--- config.mk ---
export PLATFORM = sky130hd
export DESIGN_NAME = vrap_ctrl
export DESIGN_NICKNAME = d
export VERILOG_FILES = /design/src/design/vrap_pkg.sv /design/src/design/vrap_ctrl.sv
export SDC_FILE = /design/constraint.sdc
export NUM_CORES = 1
export LEC_CHECK = 0
export BUFFER_PORTS_ARGS = -buffer_cell sky130_fd_sc_hd__buf_2
export CAP_MARGIN = 0
export CORE_AREA = 2 2 39 41
export CTS_CLUSTER_DIAMETER = 150
export DETAILED_ROUTE_END_ITERATION = 10
export DIE_AREA = 0 0 41 43
export GPL_ROUTABILITY_DRIVEN = 0
export SYNTH_ARGS = -nofsm -noshare
export SYNTH_HDL_FRONTEND = slang
export SYNTH_SLANG_ARGS = --single-unit
--- constraint.sdc ---
create_clock -name i_clk -period 0.91 [get_ports i_clk]
set_input_delay 0.091 -clock i_clk [delete_from_list [all_inputs] [get_ports i_clk]]
set_output_delay 0.091 -clock i_clk [all_outputs]
set_load 0.1 [all_outputs]
--- src/design/vrap_pkg.sv ---
// Package for the video RAM access port: field widths, transaction kind and
// port mode codes, and the command/status structs between controller and datapath.
// No dependencies.
package vrap_pkg;

    localparam int KIND_W = 2;
    localparam int OFF_W  = 5;
    localparam int BYTE_W = 8;
    localparam int ADDR_W = 16;

    localparam logic [KIND_W-1:0] K_ADDR_WR = 2'd0;
    localparam logic [KIND_W-1:0] K_DATA_RD = 2'd1;
    localparam logic [KIND_W-1:0] K_DATA_WR = 2'd2;

    localparam logic [2:0] M_PAIR_LATCH0 = 3'd1;
    localparam logic [2:0] M_PAIR_LATCH1 = 3'd2;
    localparam logic [2:0] M_ALTERNATE   = 3'd3;
    localparam logic [2:0] M_ODD_BYTE    = 3'd5;
    localparam logic [2:0] M_EVEN_BYTE   = 3'd6;

    localparam logic [ADDR_W-1:0] ADDR_HI_MASK = 16'hfe00;
    localparam logic [ADDR_W-1:0] ADDR_LO_MASK = 16'h01fe;
    localparam logic [BYTE_W-1:0] NIB_HI_MASK  = 8'hf0;
    localparam logic [BYTE_W-1:0] NIB_LO_MASK  = 8'h0f;

    typedef struct packed {
        logic [KIND_W-1:0] kind;
        logic              port_select;
        logic [OFF_W-1:0]  port_offset;
        logic [BYTE_W-1:0] write_data;
    } t_in_item;

    typedef struct packed {
        logic [BYTE_W-1:0] read_data;
        logic [ADDR_W-1:0] address_after;
        logic              unknown_mode;
    } t_out_item;

    typedef struct packed {
        logic clr_wr;
        logic capture;
        logic commit;
    } t_cmd;

    typedef struct packed {
        logic clr_last;
        logic out_free;
    } t_stat;

endpackage

--- src/design/vrap_ctrl.sv ---
// Controller state machine for the video RAM access port.
// Sequences the post-reset RAM clear, transaction capture and commit; uses vrap_pkg.
module vrap_ctrl import vrap_pkg::*; (
    input  logic  i_clk,
    input  logic  i_rst_n,
    input  logic  i_in_valid,
    output logic  o_in_ready,
    input  t_stat i_stat,
    output t_cmd  o_cmd
);

    localparam logic [1:0] S_CLEAR = 2'd0;
    localparam logic [1:0] S_IDLE  = 2'd1;
    localparam logic [1:0] S_EXEC  = 2'd2;

    logic [1:0] r_state;
    logic [1:0] n_state;

    always_comb begin
        n_state    = r_state;
        o_cmd      = '0;
        o_in_ready = 1'b0;
        case (r_state)
            S_CLEAR: begin
                o_cmd.clr_wr = 1'b1;
                if (i_stat.clr_last) begin
                    n_state = S_IDLE;
                end
            end
            S_IDLE: begin
                o_in_ready = 1'b1;
                if (i_in_valid) begin
                    o_cmd.capture = 1'b1;
                    n_state       = S_EXEC;
                end
            end
            S_EXEC: begin
                if (i_stat.out_free) begin
                    o_cmd.commit = 1'b1;
                    n_state      = S_IDLE;
                end
            end
            default: begin
                n_state = S_CLEAR;
            end
        endcase
    end

    always_ff @(posedge i_clk) begin
        if (!i_rst_n) begin
            r_state <= S_CLEAR;
        end else begin
            r_state <= n_state;
        end
    end

endmodule

Yosys cells after proc, flatten, opt, wreduce, memory -nomap -nowiden
Index checks and enable logic that the tools add are counted.
- flip-flop bits (word level): 2
- input bits: 5
- output and inout port bits: 4
- logic and storage cells: 18
- equal/unequal tests: 5
- muxes and demuxes: 10
- reduce and logical (&&, ||, !) cells: 2
- operators by type and width (cell ; count):
    1-bit two-way mux ; 6
    2-bit two-way mux ; 3
    2-bit inequality test (second input constant) ; 3
    2-bit one-hot mux with 3 select lines ; 1
    3-bit AND reduction ; 1
    2-bit by 1-bit == test with 1-bit output (second input constant) ; 1
    2-bit == test (second input constant) ; 1
    2-bit zero test ; 1

Depth between registers and ports, before layout
- depth after elaboration: 3
- mapped depth: 2
- depth with buffers taken out: 2

Least setup slack after synthesis
No wires, ideal clock.
- path kind: reg2out
- start point: register r_state[1]
- end point: output port o_cmd[0] (netlist bit)
- arrival time: 1.703 ns
- slack: -0.884 ns
- cell stages (with the launch flop): 3
- path buffers: 0
- path through: dfxtp_1 -> nand2_1 -> nor2_1
- RTL lines (item ; RTL line ; RTL):
    start, declared ; vrap_ctrl.sv:16 ; logic [1:0] r_state;
    start signal, assigned ; vrap_ctrl.sv:53 ; r_state <= n_state;
    end, declared ; vrap_ctrl.sv:9 ; output t_cmd o_cmd

==> impl_metrics.ini <==
[yosys]
yosysWarningCount = 0
synth-simple-area-share_pct = 32.61
syn-num-nets = 17
synth_seq_cells = 2
synthFlopType = dfxtp_1
synth_area_sq_um = 115.1
synth_compound_area_share_pct = 19.57
synth_seq_area_share_pct = 34.78
netlist-cell-type-count = 10
synth-async-reset-ratio_pct = 0
synth_top_area_cell = dfxtp_1
synthXorXnorAreaFrac_pct = 0
synth.area.top_cells = dfxtp_1 (35%), mux2_4 (13%), and3b_2 (8.7%)
synth_mux_area_share_pct = 13.04
synth_top_family_by_area = simple AND/OR/NAND/NOR gates
synth_top_cells_by_count = dfxtp_1 (2), nor2_1 (2)
synth_fa_ha_area_share_pct = 0
avgSynthCellArea_sq_um = 9.593
synth_top_area_share_pct = 34.78
syn_inst = 12
synth-edff-count = 0

[finish]
largest_register_ffs = 2
layout.nets = 33
seqCellArea_sq_um = 45.04
largest_registers = r_state: 2 flops
largest-register = r_state
layout-drive-gt1-share_pct = 84.62
syn_to_final_growth_pct = 179.3
diodes = 0
final_util_pct = 23.24
multi_input_area_sq_um = 98.84
fill_cells = 148

[run]
cap_viol_max_count = 0

[placement]
port_buffers = 8
dp_slack_ns = -0.07602

[power_and_ir_drop]
seq_power_share_pct = 19.7
clkPwrFrac_pct = 34.8
combPwrFrac_pct = 45.5
sw_frac_of_total_pct = 35.79
peakVddDrop_uv = 496.5
total_power_w = 0.0005436
leakagePower_nw = 0.1397
power_density_mw_per_mm2 = 1690
p_switching_w = 0.0001946
internal_power_w = 0.0003490

[route]
wl_met1_um = 186
viasPerCell = 3.167
num_vias = 133
dr_wl_met3_um = 33
top_layer_used = met3
drc = 0
dr.pass1.iters = 2
ant_nets = 0
wl_per_cell_um = 7.905
wl_um = 332
wl_met2_um = 112
drt_first_iter_violations = 5

[grt]
antenna_found_initial = 0
grt_pass1_wl_um = 600
grt_overflow = 0
grt_max_degree = 8
grt_pass1_vias = 143
grt_use_total_pct = 5.511

[setup_path]
path_depth = 2
critPathCaptureType = output port
worst-path-buf-inv = 1
crit_start = r_state[1]$_SDFFE_PN0P_
slowest_delay_ns = 0.34
r2r-start = r_state[1]$_SDFFE_PN0P_
cp_max_fo = 7
crit_chain = and3b_4, buf_12
crit_family = flip-flops
crit_required_ns = 0.82
critPathKind = reg -> out
rr_worst_depth = 2
critPathSlowestCell = dfxtp_2
worstPathArrival_ns = 1.06
worstSetupStartpointType = flop

[floorplanning]
fp.dieW_um = 41
start_util_pct = 8.318
io_pins = 9
core_sq_mm = 0.001384
die_h_um = 43
dieArea_sq_mm = 0.001763
rows = 14

[sta]
rsz0062_at_grt = true
setup_viol_count_final = 5
relSlewSlack_pct = 90.48
worst_slew_pin_slew_ns = 0.1413
worst_slack_ns = -0.2387
whs_ns = 0.1032
period_needed_ns = 1.149
fmax_ghz = 0.8706
fin_skew_ns = 0.001431
period_share_pct = 126.2
final_hold_viol_count = 0
drv_slew = 0

[cts]
cts_sinks = 2
clockBufferDepth = 2
cts_tree = built
root_buffer = clkbuf_4
clk_latency_ns = 0.22
cts_made_buffers = 3
clk_pin_slew_ns = 0.03
htree_levels = 1
cts_hold_buf = 0

[run_status]
status = finished with violations
violations = negative setup slack

[worst_hold_path]
min_from = i_rst_n
hp-class = in -> reg
hold_depth = 2
==> cells in the final DEF, fill, tap and decap left out, drive strengths merged <==
cell type	count
nand2	1
and2b	1
and3b	1
nor2	2
o21a	1
dfxtp	2
o211a	1
mux2	1
o21ai	1
clkbuf	3
buf	11
nor3b	1
==> per-layer routing <==
layer,vias up,global-route usage [%]
met5,-,0
met4,0,6.000
met3,0,3.141
met2,9,5.000
met1,52,7.668
li1,72,-
==> per-stage QoR <==
| step | cell area (sq um) | instances | setup TNS [ns] |
|---|---|---|---|
| finish | 321.6 | 42 | -0.8450 |
| global placement | 284.0 | 38 | -0.05783 |
| detailed placement | 284.0 | 38 | -0.08238 |
| global route | 321.6 | 42 | -1.072 |
| CTS | 316.6 | 42 | -0.8902 |
| floorplan | 136.4 | 12 | -0.4377 |
==> final timing paths <==
path / to / slack (ns)
min: r_state[1]$_SDFFE_PN0P_ / 0.10
max: o_cmd[1] / -0.24
min reg2reg: r_state[0]$_SDFFE_PN0P_ / 0.64
max reg2reg: r_state[0]$_SDFFE_PN0P_ / -0.09
==> final cells by class <==
cell class                      count  share of cell area, %
Clock buffer                        3                  7.004
Multi-Input combinational cell     10                  30.74
Sequential cell                     2                  14.01
Tap cell                           16                  6.226
Timing Repair Buffer               11                  42.02
==> power by group through the flow <==
stage / logic (W) / registers, W / clock network [W]
finish: 0.000247 / 0.000107 / 0.000189
global route: 0.000258 / 0.000109 / 0.000204
CTS: 0.000247 / 0.000107 / 0.000205
detailed placement: 0.000239 / 0.000110 / 0
global placement: 0.000239 / 0.000109 / 0
floorplan: 0.000137 / 0.000111 / 0
==> timing repair <==
| item | in CTS | in global routing |
|---|---|---|
| setup endpoints to repair | 5 | 6 |
| cloned | 0 | 0 |
| setup buffers | 1 | 0 |
| resized for setup | 1 | 1 |
==> cells by family after synthesis <==
family | after synthesis
and+or+nand+nor | 6
AOI/OAI and AO/OA | 3
DFF | 2
muxes | 1
(Power assumes the default switching activity.)
